### config.mk
export PLATFORM = sky130hd
export DESIGN_NAME = bitbang_i2c_master_flat
export DESIGN_NICKNAME = d
export VERILOG_FILES = /design/src/hw/rtl/bbi2c_pkg.sv /design/src/hw/rtl/bbi2c_req_if.sv /design/src/hw/rtl/bitbang_i2c_master.sv /design/src/hw/rtl/bbi2c_buf_ram.sv /design/src/flat_wrapper.sv
export SDC_FILE = /design/constraint.sdc
export NUM_CORES = 1
export LEC_CHECK = 0
export ABC_AREA = 1
export BUFFER_PORTS_ARGS = -buffer_cell sky130_fd_sc_hd__buf_4
export CORE_ASPECT_RATIO = 1.2
export CORE_UTILIZATION = 55
export DETAILED_ROUTE_END_ITERATION = 12
export PLACE_DENSITY = 0.72
export SLEW_MARGIN = 10
export SYNTH_ARGS = -nofsm -noshare
export SYNTH_HDL_FRONTEND = slang
export SYNTH_SLANG_ARGS = --single-unit
### constraint.sdc
create_clock -name i_clk -period 9.7 [get_ports i_clk]
set_input_delay 1.94 -clock i_clk [delete_from_list [all_inputs] [get_ports i_clk]]
set_output_delay 1.94 -clock i_clk [all_outputs]
set_load 0.005 [all_outputs]
### src/hw/rtl/bbi2c_pkg.sv
// package: request codes, field widths and channel payload types
`default_nettype none
package bbi2c_pkg;
    localparam int BufDepth = 32;
    localparam int MaxMsgs = 2;

    localparam logic [2:0] REQ_TICK = 3'd0;
    localparam logic [2:0] REQ_DESC = 3'd1;
    localparam logic [2:0] REQ_LOAD = 3'd2;
    localparam logic [2:0] REQ_START = 3'd3;
    localparam logic [2:0] REQ_ACK = 3'd4;
    localparam logic [2:0] REQ_CANCEL = 3'd5;

    localparam logic [1:0] RES_OK = 2'd0;
    localparam logic [1:0] RES_NACK = 2'd1;
    localparam logic [1:0] RES_REJECT = 2'd2;

    localparam logic CFG_WAIT_WR = 1'b0;
    localparam logic CFG_WAIT_RD = 1'b1;

    typedef struct packed {
        logic [2:0] req_type;
        logic       sda_in;
        logic       msg_index;
        logic [6:0] dev_addr;
        logic       read_flag;
        logic [5:0] msg_length;
        logic [1:0] num_msgs;
        logic [4:0] buf_index;
        logic [7:0] byte_value;
    } t_req;

    typedef struct packed {
        logic       scl_level;
        logic       sda_drive;
        logic       sda_level;
        logic       status_level;
        logic       busy_res;
        logic       done_res;
        logic [1:0] result_code;
        logic       rx_valid;
        logic [7:0] rx_byte;
        logic       rx_msg_index;
        logic [4:0] rx_buf_index;
        logic       timer_stop;
    } t_res;

    // buffer memory access from the sequencer
    typedef struct packed {
        logic       we;
        logic [5:0] waddr;
        logic [7:0] wdata;
        logic [5:0] raddr;
    } t_mem_req;
endpackage
`default_nettype wire

### src/hw/rtl/bbi2c_req_if.sv
// valid/ready channel interfaces for request and result words
`default_nettype none
interface bbi2c_req_if;
    logic valid;
    logic ready;
    bbi2c_pkg::t_req data;
    modport source (output valid, output data, input ready);
    modport sink (input valid, input data, output ready);
endinterface

interface bbi2c_res_if;
    logic valid;
    logic ready;
    bbi2c_pkg::t_res data;
    modport source (output valid, output data, input ready);
    modport sink (input valid, input data, output ready);
endinterface
`default_nettype wire

### src/hw/rtl/bitbang_i2c_master.sv
// top level: bit-banged i2c master sequencer with buffer memory
// One request word is accepted per clock, and each produces one result word
// that sits in an output register until taken; a new word is accepted when that
// register is empty or being taken the same cycle. A write-data byte is read
// from the buffer memory ahead of its use, while the wait phase before it runs,
// so the memory's registered read never stalls the tick rate. Received bytes
// are written back to the buffer and also reported on the result word.
`default_nettype none
module bitbang_i2c_master (
    input  wire logic       i_clk,
    input  wire logic       i_rst_n,
    input  wire logic       i_cfg_we,
    input  wire logic       i_cfg_index,
    input  wire logic [3:0] i_cfg_data,
    bbi2c_req_if.sink       i_req,
    bbi2c_res_if.source     o_res
);
    typedef enum logic [3:0] {
        PH_IDLE, PH_START, PH_START2, PH_ADDR, PH_WRITE, PH_READ, PH_WBIT,
        PH_RBIT, PH_WACK, PH_RACK, PH_STOP, PH_STOP2, PH_STOP3, PH_RESTART,
        PH_WAIT, PH_COMPLETE
    } t_phase;

    t_phase r_phase, n_phase;
    logic r_clk_ph, n_clk_ph, r_nack, n_nack, r_cur, n_cur, r_err, n_err;
    logic [1:0] r_cnt, n_cnt;
    logic [7:0] r_bsel, n_bsel, r_shift, n_shift;
    logic [5:0] r_off, n_off;
    logic [3:0] r_wcnt, n_wcnt, r_wwr, r_wrd;
    logic r_stat, n_stat, r_sdrv, n_sdrv, r_slvl, n_slvl, r_scl, n_scl;
    logic [6:0] r_addr [bbi2c_pkg::MaxMsgs];
    logic r_isrd [bbi2c_pkg::MaxMsgs];
    logic [5:0] r_len [bbi2c_pkg::MaxMsgs];
    logic r_ovalid;
    bbi2c_pkg::t_res r_odata, n_res;
    bbi2c_pkg::t_mem_req mreq;
    logic [7:0] rdata;
    logic take;
    bbi2c_pkg::t_req q;

    bbi2c_buf_ram u_ram (.i_clk(i_clk), .i_req(mreq), .o_rdata(rdata));

    assign i_req.ready = !r_ovalid || o_res.ready;
    assign take = i_req.valid && i_req.ready;
    assign q = i_req.data;
    assign o_res.valid = r_ovalid;
    assign o_res.data = r_odata;

    always_comb begin
        logic [5:0] mlen;
        logic [7:0] sh;
        logic [7:0] bs;
        logic wb_done;
        mlen = r_len[r_cur];
        n_phase = r_phase; n_clk_ph = r_clk_ph; n_nack = r_nack; n_cur = r_cur;
        n_err = r_err; n_cnt = r_cnt; n_bsel = r_bsel; n_shift = r_shift;
        n_off = r_off; n_wcnt = r_wcnt; n_stat = r_stat; n_sdrv = r_sdrv;
        n_slvl = r_slvl; n_scl = r_scl;
        n_res = '0;
        sh = r_shift; bs = r_bsel; wb_done = 1'b0;
        // prefetch the next write byte
        mreq.raddr = {r_cur, r_off[4:0]};
        mreq.we = 1'b0;
        mreq.waddr = {q.msg_index, q.buf_index};
        mreq.wdata = q.byte_value;
        unique case (q.req_type)
            bbi2c_pkg::REQ_TICK: begin
                n_scl = r_clk_ph;
                unique case (r_phase)
                    PH_START: begin
                        n_cur = 1'b0; n_err = 1'b0; n_phase = PH_START2;
                    end
                    PH_START2: begin
                        n_sdrv = 1'b1; n_slvl = 1'b0; n_clk_ph = 1'b0;
                        n_nack = 1'b0; n_phase = PH_ADDR;
                    end
                    PH_ADDR, PH_WRITE, PH_WBIT: begin
                        if (r_phase == PH_ADDR) begin
                            sh = {r_addr[r_cur], r_isrd[r_cur]};
                            n_off = '0; bs = 8'h80;
                        end else if (r_phase == PH_WRITE) begin
                            sh = rdata; n_off = r_off + 6'd1; bs = 8'h80;
                        end
                        n_phase = PH_WBIT;
                        if (!r_clk_ph) begin
                            n_sdrv = 1'b1; n_slvl = |(sh & bs);
                            bs = bs >> 1;
                        end
                        if (bs == '0 && r_clk_ph) n_phase = PH_RACK;
                        n_clk_ph = !r_clk_ph;
                        n_shift = sh; n_bsel = bs;
                    end
                    PH_READ, PH_RBIT: begin
                        if (r_phase == PH_READ) begin
                            n_sdrv = 1'b0; n_phase = PH_RBIT; bs = 8'h80; sh = '0;
                        end
                        if (r_clk_ph) begin
                            if (q.sda_in) sh = sh | bs;
                            bs = bs >> 1;
                            wb_done = (bs == '0);
                        end
                        if (wb_done) begin
                            mreq.we = 1'b1;
                            mreq.waddr = {r_cur, r_off[4:0]};
                            mreq.wdata = sh;
                            n_res.rx_valid = 1'b1;
                            n_res.rx_byte = sh;
                            n_res.rx_msg_index = r_cur;
                            n_res.rx_buf_index = r_off[4:0];
                            n_off = r_off + 6'd1;
                            n_phase = PH_WACK;
                        end
                        n_clk_ph = !r_clk_ph;
                        n_shift = sh; n_bsel = bs;
                    end
                    PH_RACK: begin
                        if (!r_clk_ph) n_sdrv = 1'b0;
                        else if (!q.sda_in) begin
                            if (r_off < mlen) begin
                                n_wcnt = r_wwr; n_phase = PH_WAIT;
                            end else n_phase = PH_STOP;
                        end else begin
                            n_nack = 1'b1; n_err = 1'b1; n_phase = PH_STOP;
                        end
                        n_clk_ph = !r_clk_ph;
                    end
                    PH_WACK: begin
                        if (!r_clk_ph) begin
                            n_sdrv = 1'b1; n_slvl = (r_off == mlen);
                        end else if (r_off < mlen) begin
                            n_wcnt = r_wrd; n_phase = PH_WAIT;
                        end else n_phase = PH_STOP;
                        n_clk_ph = !r_clk_ph;
                    end
                    PH_WAIT: begin
                        if (r_wcnt != '0) n_wcnt = r_wcnt - 4'd1;
                        else n_phase = r_isrd[r_cur] ? PH_READ : PH_WRITE;
                    end
                    PH_STOP: begin
                        n_sdrv = 1'b1; n_slvl = 1'b0;
                        if (r_clk_ph) n_phase = PH_STOP2;
                        n_clk_ph = 1'b1;
                    end
                    PH_STOP2: begin
                        if ({1'b0, r_cur} + 2'd1 < r_cnt && !r_nack) begin
                            n_sdrv = 1'b1; n_slvl = 1'b1; n_clk_ph = !r_clk_ph;
                            if (!r_clk_ph) begin
                                n_cur = !r_cur; n_phase = PH_RESTART;
                            end
                        end else n_phase = PH_STOP3;
                    end
                    PH_RESTART: n_phase = PH_START2;
                    PH_STOP3: begin
                        n_sdrv = 1'b0; n_phase = PH_COMPLETE; n_stat = !r_stat;
                    end
                    PH_COMPLETE: n_stat = !r_stat;
                    default: n_res.timer_stop = 1'b1;
                endcase
            end
            bbi2c_pkg::REQ_LOAD: mreq.we = (r_phase == PH_IDLE);
            bbi2c_pkg::REQ_START: begin
                if (r_phase != PH_IDLE || q.num_msgs == 2'd0
                        || q.num_msgs > 2'(bbi2c_pkg::MaxMsgs))
                    n_res.result_code = bbi2c_pkg::RES_REJECT;
                else begin
                    n_cnt = q.num_msgs; n_phase = PH_START;
                end
            end
            bbi2c_pkg::REQ_ACK: begin
                if (r_phase == PH_COMPLETE) begin
                    n_stat = 1'b0; n_phase = PH_IDLE;
                end
            end
            bbi2c_pkg::REQ_CANCEL: n_phase = PH_IDLE;
            default: ;
        endcase
        mreq.we = mreq.we && take;
        n_res.scl_level = n_scl;
        n_res.sda_drive = n_sdrv;
        n_res.sda_level = n_slvl;
        n_res.status_level = n_stat;
        n_res.busy_res = (n_phase != PH_IDLE);
        n_res.done_res = (n_phase == PH_COMPLETE);
        if (n_res.result_code != bbi2c_pkg::RES_REJECT)
            n_res.result_code = n_err ? bbi2c_pkg::RES_NACK : bbi2c_pkg::RES_OK;
    end

    always_ff @(posedge i_clk) begin
        if (!i_rst_n) begin
            r_phase <= PH_IDLE; r_clk_ph <= 1'b1; r_nack <= 1'b0; r_cur <= 1'b0;
            r_err <= 1'b0; r_cnt <= '0; r_bsel <= '0; r_shift <= '0; r_off <= '0;
            r_wcnt <= '0; r_stat <= 1'b0; r_sdrv <= 1'b0; r_slvl <= 1'b1;
            r_scl <= 1'b1; r_wwr <= 4'd4; r_wrd <= 4'd2; r_ovalid <= 1'b0;
            r_addr[0] <= '0; r_addr[1] <= '0; r_isrd[0] <= 1'b0; r_isrd[1] <= 1'b0;
            r_len[0] <= '0; r_len[1] <= '0;
        end else begin
            if (i_cfg_we) begin
                if (i_cfg_index == bbi2c_pkg::CFG_WAIT_WR) r_wwr <= i_cfg_data;
                else r_wrd <= i_cfg_data;
            end
            if (take) begin
                r_phase <= n_phase; r_clk_ph <= n_clk_ph; r_nack <= n_nack;
                r_cur <= n_cur; r_err <= n_err; r_cnt <= n_cnt; r_bsel <= n_bsel;
                r_shift <= n_shift; r_off <= n_off; r_wcnt <= n_wcnt;
                r_stat <= n_stat; r_sdrv <= n_sdrv; r_slvl <= n_slvl; r_scl <= n_scl;
                r_odata <= n_res;
                if (q.req_type == bbi2c_pkg::REQ_DESC && r_phase == PH_IDLE) begin
                    r_addr[q.msg_index] <= q.dev_addr;
                    r_isrd[q.msg_index] <= q.read_flag;
                    r_len[q.msg_index] <= (q.msg_length > 6'(bbi2c_pkg::BufDepth))
                        ? 6'(bbi2c_pkg::BufDepth) : q.msg_length;
                end
            end
            r_ovalid <= take || (r_ovalid && !o_res.ready);
        end
    end

    a_hold: assert property (@(posedge i_clk) disable iff (!i_rst_n)
        r_ovalid && !o_res.ready |=> $stable(r_odata))
        else $error("result changed while stalled");
    a_rx: assert property (@(posedge i_clk) disable iff (!i_rst_n)
        r_ovalid && r_odata.rx_valid |-> r_odata.busy_res)
        else $error("rx byte outside transfer");
    a_idle: assert property (@(posedge i_clk) disable iff (!i_rst_n)
        r_ovalid && r_odata.timer_stop |-> !r_odata.busy_res)
        else $error("timer stop while busy");
endmodule
`default_nettype wire

### src/hw/rtl/bbi2c_buf_ram.sv
// message byte buffer, one write and one registered read port
`default_nettype none
module bbi2c_buf_ram (
    input  wire logic                  i_clk,
    input  wire bbi2c_pkg::t_mem_req   i_req,
    output logic [7:0]                 o_rdata
);
    logic [7:0] r_mem [bbi2c_pkg::MaxMsgs * bbi2c_pkg::BufDepth];
    always_ff @(posedge i_clk) begin
        if (i_req.we) begin
            r_mem[i_req.waddr] <= i_req.wdata;
        end
        o_rdata <= r_mem[i_req.raddr];
    end
endmodule
`default_nettype wire
### src/flat_wrapper.sv
// flat-port wrapper written by rule: the top's interface ports become plain ports
module bitbang_i2c_master_flat 
  (i_clk, i_rst_n, i_cfg_we, i_cfg_index, i_cfg_data, i_req_valid, i_req_data, i_req_ready, o_res_valid, o_res_data, o_res_ready);
  bbi2c_req_if i_req_i ();
  bbi2c_res_if o_res_i ();
  input  wire logic i_clk;
  input  wire logic i_rst_n;
  input  wire logic i_cfg_we;
  input  wire logic i_cfg_index;
  input  wire logic [3:0] i_cfg_data;
  input wire logic [$bits(i_req_i.valid)-1:0] i_req_valid;
  input wire logic [$bits(i_req_i.data)-1:0] i_req_data;
  output wire logic [$bits(i_req_i.ready)-1:0] i_req_ready;
  output wire logic [$bits(o_res_i.valid)-1:0] o_res_valid;
  output wire logic [$bits(o_res_i.data)-1:0] o_res_data;
  input wire logic [$bits(o_res_i.ready)-1:0] o_res_ready;
  assign i_req_i.valid = i_req_valid;
  assign i_req_i.data = i_req_data;
  assign i_req_ready = i_req_i.ready;
  assign o_res_valid = o_res_i.valid;
  assign o_res_data = o_res_i.data;
  assign o_res_i.ready = o_res_ready;
  bitbang_i2c_master u_core (.i_clk(i_clk), .i_rst_n(i_rst_n), .i_cfg_we(i_cfg_we), .i_cfg_index(i_cfg_index), .i_cfg_data(i_cfg_data), .i_req(i_req_i), .o_res(o_res_i));
endmodule
== After elaboration in Yosys (flattened, before gate mapping) ==
Memory sizes are Yosys's and may differ from the RTL's. A register that Yosys moved wholly into a read port is not among the register bits.
Cells that the tools add are included.

* Add/sub/neg operators: 3
* Magnitude comparators: 4
* Eq/ne operators: 34
* Multiplexer cells: 112
* Bitwise logic cells: 4
* Reduce and logical (&&, ||, !) cells: 53

{| class="wikitable"
|+ Operators with widths
! kind !! number
|-
| $mux 8 || 20
|-
| $mux 4 || 17
|-
| $mux 1 || 46
|-
| $mux 15 || 3
|-
| $pmux 4 s10 || 1
|-
| $eq 4x4->1 const B || 9
|-
| $pmux 8 s2 || 2
|-
| $mux 6 || 5
|-
| $eq 4x3->1 const B || 4
|-
| $logic_not 8->1 || 2
|-
| $pmux 4 s4 || 1
|-
| $reduce_bool 4->1 || 4
|-
| $reduce_and 5->1 || 3
|-
| $reduce_or 15->1 || 1
|-
| $mux 14 || 1
|-
| $ne 2x1->1 const B || 7
|-
| $reduce_or 7->1 || 2
|-
| $pmux 4 s3 || 1
|-
| $pmux 6 s2 || 1
|-
| $pmux 1 s2 || 5
|-
| $reduce_and 3->1 || 3
|-
| $reduce_and 9->1 || 1
|-
| $and 8x8->8 || 1
|-
| $eq 4x2->1 const B || 2
|-
| other kinds (37) || 68
|}

* Bits in registers: 73
* Bits in writable memories: 540
* Input bits: 44
* Output and inout port bits: 26
* Logic and storage cells: 243
* Memories: 4

{| class="wikitable"
|+ Memories
! name !! depth !! width !! read ports !! clocked after memory_dff !! wr ports !! RTL line !! RTL
|-
| u_core.u_ram.r_mem || 64 || 8 || 1 || 1 || 1 || bbi2c_buf_ram.sv:8 || <nowiki>logic [7:0] r_mem [bbi2c_pkg::MaxMsgs * bbi2c_pkg::BufDepth];</nowiki>
|-
| u_core.r_addr || 2 || 7 || 1 || 1 || 2 || bitbang_i2c_master.sv:31 || <nowiki>logic [6:0] r_addr [bbi2c_pkg::MaxMsgs];</nowiki>
|-
| u_core.r_len || 2 || 6 || 1 || 1 || 2 || bitbang_i2c_master.sv:33 || <nowiki>logic [5:0] r_len [bbi2c_pkg::MaxMsgs];</nowiki>
|-
| u_core.r_isrd || 2 || 1 || 1 || 1 || 2 || bitbang_i2c_master.sv:32 || <nowiki>logic r_isrd [bbi2c_pkg::MaxMsgs];</nowiki>
|}

== Longest topological paths before layout ==
Gate-level depths: netlist of the first run.

* Depth in word-level cells: 14
* Gate-level depth with buffers: 16
* Mapped depth without buffers: 15

== Modules after synthesis ==
Synthesis of the first run repeated with hierarchy kept, for this count alone.

* Cells, all modules: 2608
* Area total of the unflattened synthesis: 27023.4 um^2

{| class="wikitable"
|+ By module, submodules not included
! module !! instances !! cells an instance !! area an instance (um^2) !! sequential area each (um^2)
|-
| bbi2c_buf_ram || 1 || 1822 || 21291.7 || 15534.9
|-
| bitbang_i2c_master || 1 || 786 || 5731.7 || 2542.4
|}

== Worst setup path before layout of the first run ==
No wires, ideal clock.

* Path kind: input port to flip-flop
* Start point: input i_req_data[31]
* End point: memory u_core.u_ram.r_mem[0][6] (data pin)
* Library setup time: 0.702 ns
* Arrival time: 5.159 ns
* Data required time: 8.998 ns
* Path slack: 3.839 ns
* Stages on the path: 6
* Path buffers: 1
* Path through: nor2_1 -> nand2_1 -> nor2_2 -> inv_1 -> clkbuf_1 -> o21ai_0

{| class="wikitable"
|+ RTL lines
! item !! RTL line !! RTL
|-
| from (decl) || flat_wrapper.sv:12 || <nowiki>input wire logic [$bits(i_req_i.data)-1:0] i_req_data;</nowiki>
|-
| to (decl) || bbi2c_buf_ram.sv:8 ||
|}

== Worst setup path in the final report of the first run ==
* Start point: input i_req_data[31]
* End point: memory u_core.u_ram.r_mem[55][6], enable pin

* Longest elaborated chain between the ends: 5
* Elaborated cells on any way between the ends: 7
* Classes of those cells: eq/ne (1); mux (4); reduce/logical (2)

{| class="wikitable"
|+ RTL lines
! item !! RTL line !! RTL
|-
| $eq 3x2->1 / $logic_not 3->1 (equally long branches) || bitbang_i2c_master.sv:66 || <nowiki>unique case (q.req_type)</nowiki>
|-
| $pmux 1 s2 || bitbang_i2c_master.sv:66 ||
|-
| $logic_and 1x1->1 || bitbang_i2c_master.sv:177 || <nowiki>mreq.we = mreq.we && take;</nowiki>
|-
| $mux 1 || bbi2c_buf_ram.sv:10 || <nowiki>if (i_req.we) begin</nowiki>
|-
| $mux 1 (implied by the code) || bbi2c_buf_ram.sv:11 || <nowiki>r_mem[i_req.waddr] <= i_req.wdata;</nowiki>
|}

Parallel ways exist; a longest one is shown, timed or not.

==> results.toml, run 1 <==
[routing]
viasPerCell = 6.30
wl_per_cell_um = 23.7
postRouteAntennaNets = 0
dr.pass1.iters = 10
drt-total-wl_mm = 70.8
num_vias = 18798
drtIter0Drc = 2056
drc = 2

[global_routing]
grt_pass1_wl_mm = 106
grt_pass1_vias = 18032
grt_max_degree = 257
overflow = 0
grtUsageTotal = 0.294
antenna_found_initial = 0

[job]
maxCapViolCount = 0

[cts]
cts-root-buf = "clkbuf_16"
clock_sinks = 622
clockBufferDepth = 3
path_clk_slew_ps = 60
cts_tree = "built"
cts_hold_buffers = 0
cts_setup_buffers = 0
worstSkewPairLatency_ps = 650
ctsResizeCount = 0
htreeDepth = 2
numCtsBuffers = 57

[synthesis]
yosys-top-cells-area = "edfxtp_1 65%, nor2_1 6.4%, o21ai_0 6.3%"
synth_edf_count = 562
async_flop_share = 0
synth_common_cells = "562 x edfxtp_1, 446 x nor2_1, 326 x o21ai_0, 238 x nand2_1, 124 x clkbuf_1"
synth.most_common_cell = "edfxtp_1"
ys_ff_latch = 622
synth_warnings = 0
syn-num-nets = 2349
ys_types = 52
synth_top_cell_area_share = 0.647
yosysSeqAreaShare = 0.693
synth_flop_cell = "edfxtp_1"
avgSynthCellArea_um2 = 11.4
yosysTopAreaCell = "edfxtp_1"
synth_cells = 2295
netlist_area_um2 = 26100

[placement]
hpwl_mm = 43.3
pre_cts_ws_ps = 4090
gp_congestion = 1.03
dpl_cell_area_um2 = 27200
numPortBuffers = 69

[status]
violations = "DRC"
status = "finished with violations"

[die]
core_um2 = 46900
ioPinCount = 70
dieArea_um2 = 48300
die_w_um = 201
rows = 87
fp.dieH_um = 241
start_util = 0.556

[layout]
nFillCells = 3659
insertedDiodeCount = 0
layout.nets = 2369
drive_gt1_frac = 0.0881
stdcell_area_um2 = 28900
syn2layout_area_growth_pct = 10.7

[sta]
finalCritPeriodShare = 0.512
period_minus_slack_ps = 4960
rsz0062_at_grt = "no"
setup_slack_ps = 4740
maxSlewViolCount = 0
fmax_mhz = 201
slew_headroom = 0.194
worst_slew_pin_slew_ps = 1210
skew_ps = 26.0
finalHoldViolations = 0
setup_tns_ps = 0
setup_viol_count_final = 0

[critical_path]
crit_type = "in -> reg"
crit_required_ps = 9980
cp-start-kind = "input port"
arrival_ps = 5240
cp-end-kind = "flip-flop"
cp_max_fo = 26

[pwr]
ir_drop_mv = 0.142
p_leak_nw = 9.86
p_per_area_nw_per_um2 = 182

[worst_hold_path]
hp-class = "reg -> reg"
-- layout make-up --
| class | count | area [um2] | area share |
|---|---|---|---|
| clock buffers | 80 | 1530 | 0.0531 |
| clock inverters | 26 | 169 | 0.00585 |
| inverters | 100 | 382 | 0.0132 |
| multi-input cells | 1442 | 7210 | 0.250 |
| flip-flops and latches | 622 | 18100 | 0.627 |
| well taps | 623 | 779 | 0.0270 |
| repair buffers | 92 | 703 | 0.0244 |
-- sequential cells by signal, indices dropped and copies added (netlist names), 6 cells and up, named ones only --
name / count
u_core.o_res.data: 24
u_core.r_bsel: 8
u_core.r_shift: 8
u_core.u_ram.o_rdata: 8
u_core.r_len: 12
u_core.u_ram.r_mem: 512
u_core.r_addr: 14
u_core.r_off: 6
-- metal layers --
layer | GRT usage | part of all wire | vias up
li1 | - | - | 8394
met1 | 0.367 | 0.37 | 8978
met2 | 0.481 | 0.47 | 1159
met3 | 0.0525 | 0.090 | 267
met4 | 0.178 | 0.061 | 0
met5 | 0 | 0 | -
-- cell families after synthesis --
kind of cell,count (synthesis),share of synthesized area
simple gates,853,0.136
flops,622,0.693
compound gates,568,0.128
buf+inv,231,0.0337
fa+ha+maj,10,0.00480
mux,7,0.00274
xor+xnor,4,0.00134
-- layout by cell type (no fill, tap or decap), drive strengths merged, types with 2 or more instances in the layout --
| master | instances |
|---|---|
| a211oi | 6 |
| a21oi | 42 |
| a221oi | 11 |
| a31oi | 14 |
| buf | 92 |
| clkbuf | 80 |
| clkinv | 29 |
| dfxtp | 60 |
| edfxtp | 562 |
| ha | 10 |
| inv | 97 |
| mux2i | 6 |
| nand2 | 242 |
| nand3 | 114 |
| nand3b | 5 |
| nand4 | 28 |
| nor2 | 450 |
| nor3 | 6 |
| nor3b | 3 |
| nor4 | 2 |
| o211ai | 25 |
| o21a | 2 |
| o21ai | 331 |
| o221ai | 49 |
| o22ai | 82 |
| xor2 | 3 |
-- report_power, final --
part	switching, W	internal (W)	total [W]
clock	0.000974	0.00111	0.00208
combinational	0.000166	0.0000581	0.000224
sequential	0.00000997	0.00293	0.00294
total	0.00115	0.00410	0.00525
-- per-stage QoR --
stage | util | cells | total power [W] | hold slack, ps
4_1_cts | 0.615 | 2985 | 0.00526 | 482
3_5_place_dp | 0.579 | 2879 | 0.00322 | 452
6_report | 0.615 | 2985 | 0.00525 | 472
5_1_grt | 0.615 | 2985 | 0.00538 | 494
2_1_floorplan | - | 2295 | 0.00313 | 429
3_3_place_gp | 0.579 | 2879 | 0.00322 | 454
-- critical path, cell delays in order --
cell and delay [ps]:
buf_4 120, nor2_1 180, nand2_1 290, nor2_2 230, nand2_2 390, a21oi_4 540, nand4_1 720, nor2_1 810
-- worst paths after layout --
| kind | endpoint | depth (start not counted) | slack, ps | startpoint |
|---|---|---|---|---|
| max | u_core.u_ram.r_mem[55][6]$_DFFE_PP_ | 8 | 4740 | i_req_data[31] |
| min | u_core.r_cnt[0]$_SDFFE_PN0P_ | 2 | 470 | u_core.r_cnt[0]$_SDFFE_PN0P_ |
| max reg2reg | u_core.u_ram.r_mem[55][6]$_DFFE_PP_ | 11 | 5440 | u_core.r_phase[1]$_SDFFE_PN0P_ |
| min reg2reg | u_core.r_cnt[0]$_SDFFE_PN0P_ | 2 | 470 | u_core.r_cnt[0]$_SDFFE_PN0P_ |
Note: power is estimated with default switching activity, not from simulation.
==> inputs of run 2 (changes only) <==
PLACE_DENSITY = 0.74   (was 0.72)
clock period = 4.1 ns   (was 9.7 ns; I/O delays follow)
==> results.toml, run 2 (synthesized netlist as in run 1, its figures left out) <==
[sta]
skew_ps = 32.9
period_minus_slack_ps = 3430
worst_slew_pin_slew_ps = 1200
fmax_mhz = 291
setup_slack_ps = 669
setup_viol_count_final = 0
slew_headroom = 0.202
finalCritPeriodShare = 0.837
finalHoldViolations = 0
maxSlewViolCount = 0
rsz0062_at_grt = "no"
setup_tns_ps = 0

[die]
ioPinCount = 70
fp.dieH_um = 241
start_util = 0.556
die_w_um = 201
core_um2 = 46900
dieArea_um2 = 48300
rows = 87

[critical_path]
crit_family = "simple AND/OR/NAND/NOR gates"
cp-end-kind = "flip-flop"
slowest_delay_ps = 470
crit_type = "reg -> reg"
crit_top_cell = "inv_2"
crit_chain = "inv_2 -> nand2_1 -> inv_2 -> nand2_4 -> nand3_1 -> nand3b_2 -> nor2_2 -> nand2_2 -> nand2_1 -> nand2_2 -> inv_2 -> nand4_2 -> nor2_1 -> buf_4"
arrival_ps = 3760
cpMaxStageDelayCell = "dfxtp_1"
crit_required_ps = 4430
cp_num_buf_inv = 4
cp_max_fo = 14
cp-start-kind = "flip-flop"

[global_routing]
grt_pass1_wl_mm = 109
grtUsageTotal = 0.300
grt_max_degree = 261
overflow = 0
grt_pass1_vias = 18599
antenna_found_initial = 0

[layout]
largest_reg_flops = 512
stdcell_count = 3074
insertedDiodeCount = 0
regArea_um2 = 18100
top_register = "u_core.u_ram.r_mem"
final_cell_mix = "562 x edfxtp_1, 444 x nor2_1, 318 x o21ai_0"
drive_gt1_frac = 0.129
layout_commonest_cell = "edfxtp_1"
syn2layout_area_growth_pct = 15.3
layout.nets = 2455
final_core_util = 0.641
nFillCells = 3494
multi_input_area_um2 = 7210

[cts]
cts_hold_buffers = 0
clockBufferDepth = 3
ctsResizeCount = 0
cts_setup_buffers = 0
cts_tree = "built"
cts-root-buf = "clkbuf_16"
worstSkewPairLatency_ps = 650
htreeDepth = 2
clock_sinks = 622
numCtsBuffers = 58
path_clk_slew_ps = 70

[routing]
num_vias = 19114
drc = 0
wl_per_cell_um = 23.4
drt-total-wl_mm = 72.1
viasPerCell = 6.22
postRouteAntennaNets = 0
drtIter0Drc = 2215
dr.pass1.iters = 10

[pwr]
power_w = 0.0134
switching_share = 0.209
switchingPower_w = 0.00281
ir_drop_mv = 0.333
power_frac_comb = 0.042
p_clk_frac = 0.440
p_leak_nw = 10.6
power_frac_seq = 0.518
p_per_area_nw_per_um2 = 447
p_int_w = 0.0106

[status]
status = "completed"

[placement]
pre_cts_ws_ps = 661
dp_cells = 2964
hpwl_mm = 45.3
gp_congestion = 1.04
numPortBuffers = 69

[worst_hold_path]
hp-class = "in -> reg"

[job]
maxCapViolCount = 0
==> run 2: changes by cell type in the layout (fill, tap and decap cells not counted), moves of 2 or more <==
| cell | previous run | this run |
|---|---|---|
| buf_4 | 91 | 165 |
| bufinv_16 | 0 | 14 |
| clkinvlp_4 | 0 | 3 |
| clkinv_4 | 0 | 2 |
| buf_12 | 1 | 12 |
| clkinv_1 | 17 | 10 |
| clkbuf_1 | 21 | 10 |
==> run 2: area by class of cell <==
type | instances | share of cell area
Multi-Input combinational cell | 1442 | 0.240
Clock inverter | 40 | 0.0201
Inverter | 100 | 0.0127
Timing Repair Buffer | 177 | 0.0492
Sequential cell | 622 | 0.602
Tap cell | 623 | 0.0259
Clock buffer | 70 | 0.0505
==> run 2: final timing paths <==
path	start	to	slack, ps	cells past startpoint
setup / recovery	u_core.r_phase[1]$_SDFFE_PN0P_	u_core.u_ram.r_mem[38][3]$_DFFE_PP_	670	14
hold / removal	i_cfg_data[1]	u_core.r_wrd[1]$_SDFFE_PN1P_	430	3
setup reg to reg	u_core.r_phase[1]$_SDFFE_PN0P_	u_core.u_ram.r_mem[38][3]$_DFFE_PP_	670	14
hold reg to reg	u_core.r_wwr[2]$_SDFFE_PN1P_	u_core.r_wwr[2]$_SDFFE_PN1P_	480	2
==> run 2: routing by layer <==
layer,vias up,routed length [um],global-route usage
met2,1224,34800,0.508
met3,279,6870,0.0493
met1,9033,25700,0.364
met4,0,4690,0.183
li1,8578,-,-
met5,-,0,0
==> run 2: metrics by stage <==
stage | instance area, um2 | hold slack (ps)
floorplan | 26100 | 429
global route | 30100 | 426
CTS | 30100 | 410
detailed placement | 27900 | 449
global placement | 27900 | 453
finish | 30100 | 425
==> run 2: worst register-to-register path, delay by kind of cell, from the launching register on <==
kind	cells	cell delay, ps
DFF	1	470
buffers and inverters	4	600
and+or+nand+nor	10	2060
==> run 2: power by group through the flow <==
| stage | clock (W) | combinational (W) | sequential, W |
|---|---|---|---|
| 4_1_cts | 0.00597 | 0.000556 | 0.00696 |
| 2_1_floorplan | 0 | 0.000289 | 0.00711 |
| 3_3_place_gp | 0 | 0.000551 | 0.00709 |
| 3_5_place_dp | 0 | 0.000553 | 0.00710 |
| 5_1_grt | 0.00620 | 0.000607 | 0.00696 |
| 6_report | 0.00591 | 0.000566 | 0.00696 |
==> inputs of run 3 (changes only) <==
clock period = 3.1 ns   (was 4.1 ns; I/O delays follow)
==> results.toml, run 3 (synthesized netlist as in run 1, its figures left out) <==
[status]
status = "completed"

[critical_path]
slowest_delay_ps = 350
cp-start-kind = "flip-flop"
reg2reg_to = "u_core.u_ram.r_mem[51][2]$_DFFE_PP_"
cp_max_fo = 16
crit_required_ps = 3440
crit_top_cell = "buf_4"
crit_type = "reg -> reg"
cpMaxStageDelayCell = "dfxtp_1"
r2r_start = "u_core.r_phase[1]$_SDFFE_PN0P_"
cp-end-kind = "flip-flop"
crit_chain = "inv_2 -> nand2_1 -> inv_2 -> nand2_4 -> nand3_1 -> nand3b_2 -> nor2_2 -> nand2_4 -> buf_4 -> a21oi_4 -> buf_12 -> nand4_2 -> buf_4 -> nor2_1 -> buf_4"
arrival_ps = 3280
reg2regPathDepth = 15
cp_num_buf_inv = 6
r2r_setup_slack_ps = 160
crit_family = "simple AND/OR/NAND/NOR gates"
worst-path-stages = 15

[placement]
hpwl_mm = 51.2
numPortBuffers = 69
gp_congestion = 1.01
dpl_cell_area_um2 = 28800

[layout]
stdcell_area_um2 = 30800
top_register = "u_core.u_ram.r_mem"
final_cell_mix = "562 x edfxtp_1, 444 x nor2_1, 317 x o21ai_0"
layout_commonest_cell = "edfxtp_1"
largest_reg_flops = 512
layout.nets = 2531
drive_gt1_frac = 0.155
syn2layout_area_growth_pct = 18.2

[routing]
drt-total-wl_mm = 76.5
drtIter0Drc = 2209
met2_length_mm = 37.1
num_vias = 19633
dr.pass1.iters = 9
viasPerCell = 6.24
wl_per_cell_um = 24.3
dr_wl_met3_mm = 7.13
postRouteAntennaNets = 0
wl_met1_mm = 27.4
topRoutingLayerUsed = "met4"
drc = 0

[die]
rows = 87
start_util = 0.556
core_um2 = 46900
die_w_um = 201
dieArea_um2 = 48300
ioPinCount = 70
fp.dieH_um = 241

[sta]
skew_ps = 13.5
finalCritPeriodShare = 0.949
maxSlewViolCount = 0
slew_headroom = 0.451
whs_ps = 219
setup_viol_count_final = 0
fmax_mhz = 340
period_minus_slack_ps = 2940
rsz0062_at_grt = "no"
finalHoldViolations = 0
setup_tns_ps = 0
worst_slew_pin_slew_ps = 824

[cts]
numCtsBuffers = 57
htreeDepth = 2
clockBufferDepth = 3
worstSkewPairLatency_ps = 640
cts_tree = "built"
path_clk_slew_ps = 70
clock_sinks = 622
cts-root-buf = "clkbuf_16"

[pwr]
p_per_area_nw_per_um2 = 570
p_leak_nw = 11.0
ir_drop_mv = 0.422

[global_routing]
grtUsageTotal = 0.316
grt_max_degree = 166
antenna_found_initial = 1
overflow = 0
grt_pass1_vias = 19060
grt_pass1_wl_mm = 113

[worst_hold_path]
min_from = "i_cfg_data[1]"
hold_end = "u_core.r_wrd[1]$_SDFFE_PN1P_"
hp-class = "in -> reg"
min_path_cells = 3

[job]
maxCapViolCount = 0
==> run 3: changes by cell type in the layout (fill, tap and decap cells not counted), sizes merged <==
cell	before	now
buf	177	254
diode	0	1
clkbuf	70	68
clkinvlp	3	2
bufinv	14	12
clkinv	25	24
inv	98	100
==> run 3: per-layer routing <==
| layer | global-route usage | vias up |
|---|---|---|
| met3 | 0.0544 | 268 |
| li1 | - | 8704 |
| met1 | 0.380 | 9434 |
| met2 | 0.535 | 1227 |
| met4 | 0.197 | 0 |
| met5 | 0 | - |
==> run 3: cell type report <==
| type | instances | area [um2] |
|---|---|---|
| Sequential cell | 622 | 18100 |
| Fill cell | 3497 | 16100 |
| Multi-Input combinational cell | 1442 | 7220 |
| Timing Repair Buffer | 254 | 2340 |
| Clock buffer | 68 | 1480 |
| Tap cell | 623 | 779 |
| Clock inverter | 38 | 519 |
| Inverter | 100 | 380 |
| Antenna cell | 1 | 2.50 |
==> run 3: worst max path at each step <==
| stage | to | start |
|---|---|---|
| finish | u_core.u_ram.r_mem[51][2]$_DFFE_PP_ | u_core.r_phase[1]$_SDFFE_PN0P_ |
| CTS | u_core.u_ram.r_mem[51][0]$_DFFE_PP_ | u_core.r_phase[3]$_SDFFE_PN0P_ |
| detailed placement | u_core.u_ram.r_mem[51][7]$_DFFE_PP_ | u_core.r_phase[3]$_SDFFE_PN0P_ |
| global route | u_core.u_ram.r_mem[15][5]$_DFFE_PP_ | u_core.r_phase[1]$_SDFFE_PN0P_ |
| global placement | u_core.u_ram.r_mem[39][3]$_DFFE_PP_ | i_req_data[31] |
| floorplan | u_core.u_ram.r_mem[0][6]$_DFFE_PP_ | u_core.r_phase[1]$_SDFFE_PN0P_ |
==> run 3: repair_timing <==
| item | CTS | global route |
|---|---|---|
| setup buffers | 0 | 2 |
| resized for setup | 0 | 4 |
| endpoints found under the setup margin | 0 | 487 |
| hold buffers | 0 | 0 |
==> run 3: report_power, final <==
part / leakage (nW) / switching (W) / internal, W / total (W)
clock network: 0.981 / 0.00309 / 0.00442 / 0.00751
logic: 4.43 / 0.000578 / 0.000282 / 0.000860
registers: 5.60 / 0.0000264 / 0.00917 / 0.00920
==> run 3: worst register-to-register path, cell delays in order, from the launching register on <==
cell and delay (ps):
dfxtp_1 350, inv_2 50, nand2_1 90, inv_2 60, nand2_4 110, nand3_1 80
nand3b_2 260, nor2_2 190, nand2_4 190, buf_4 240, a21oi_4 180, buf_12 150
nand4_2 100, buf_4 230, nor2_1 190, buf_4 210
==> run 3: metrics by stage <==
| stage | total power, W | util | setup slack, ps | cells |
|---|---|---|---|---|
| 3_5_place_dp | 0.0102 | 0.613 | 60.2 | 3039 |
| 3_3_place_gp | 0.0102 | 0.613 | 158 | 3039 |
| 6_report | 0.0176 | 0.657 | 159 | 3148 |
| 2_1_floorplan | 0.00977 | - | -516 | 2295 |
| 4_1_cts | 0.0176 | 0.656 | 13.8 | 3145 |
| 5_1_grt | 0.0180 | 0.657 | 26.8 | 3147 |
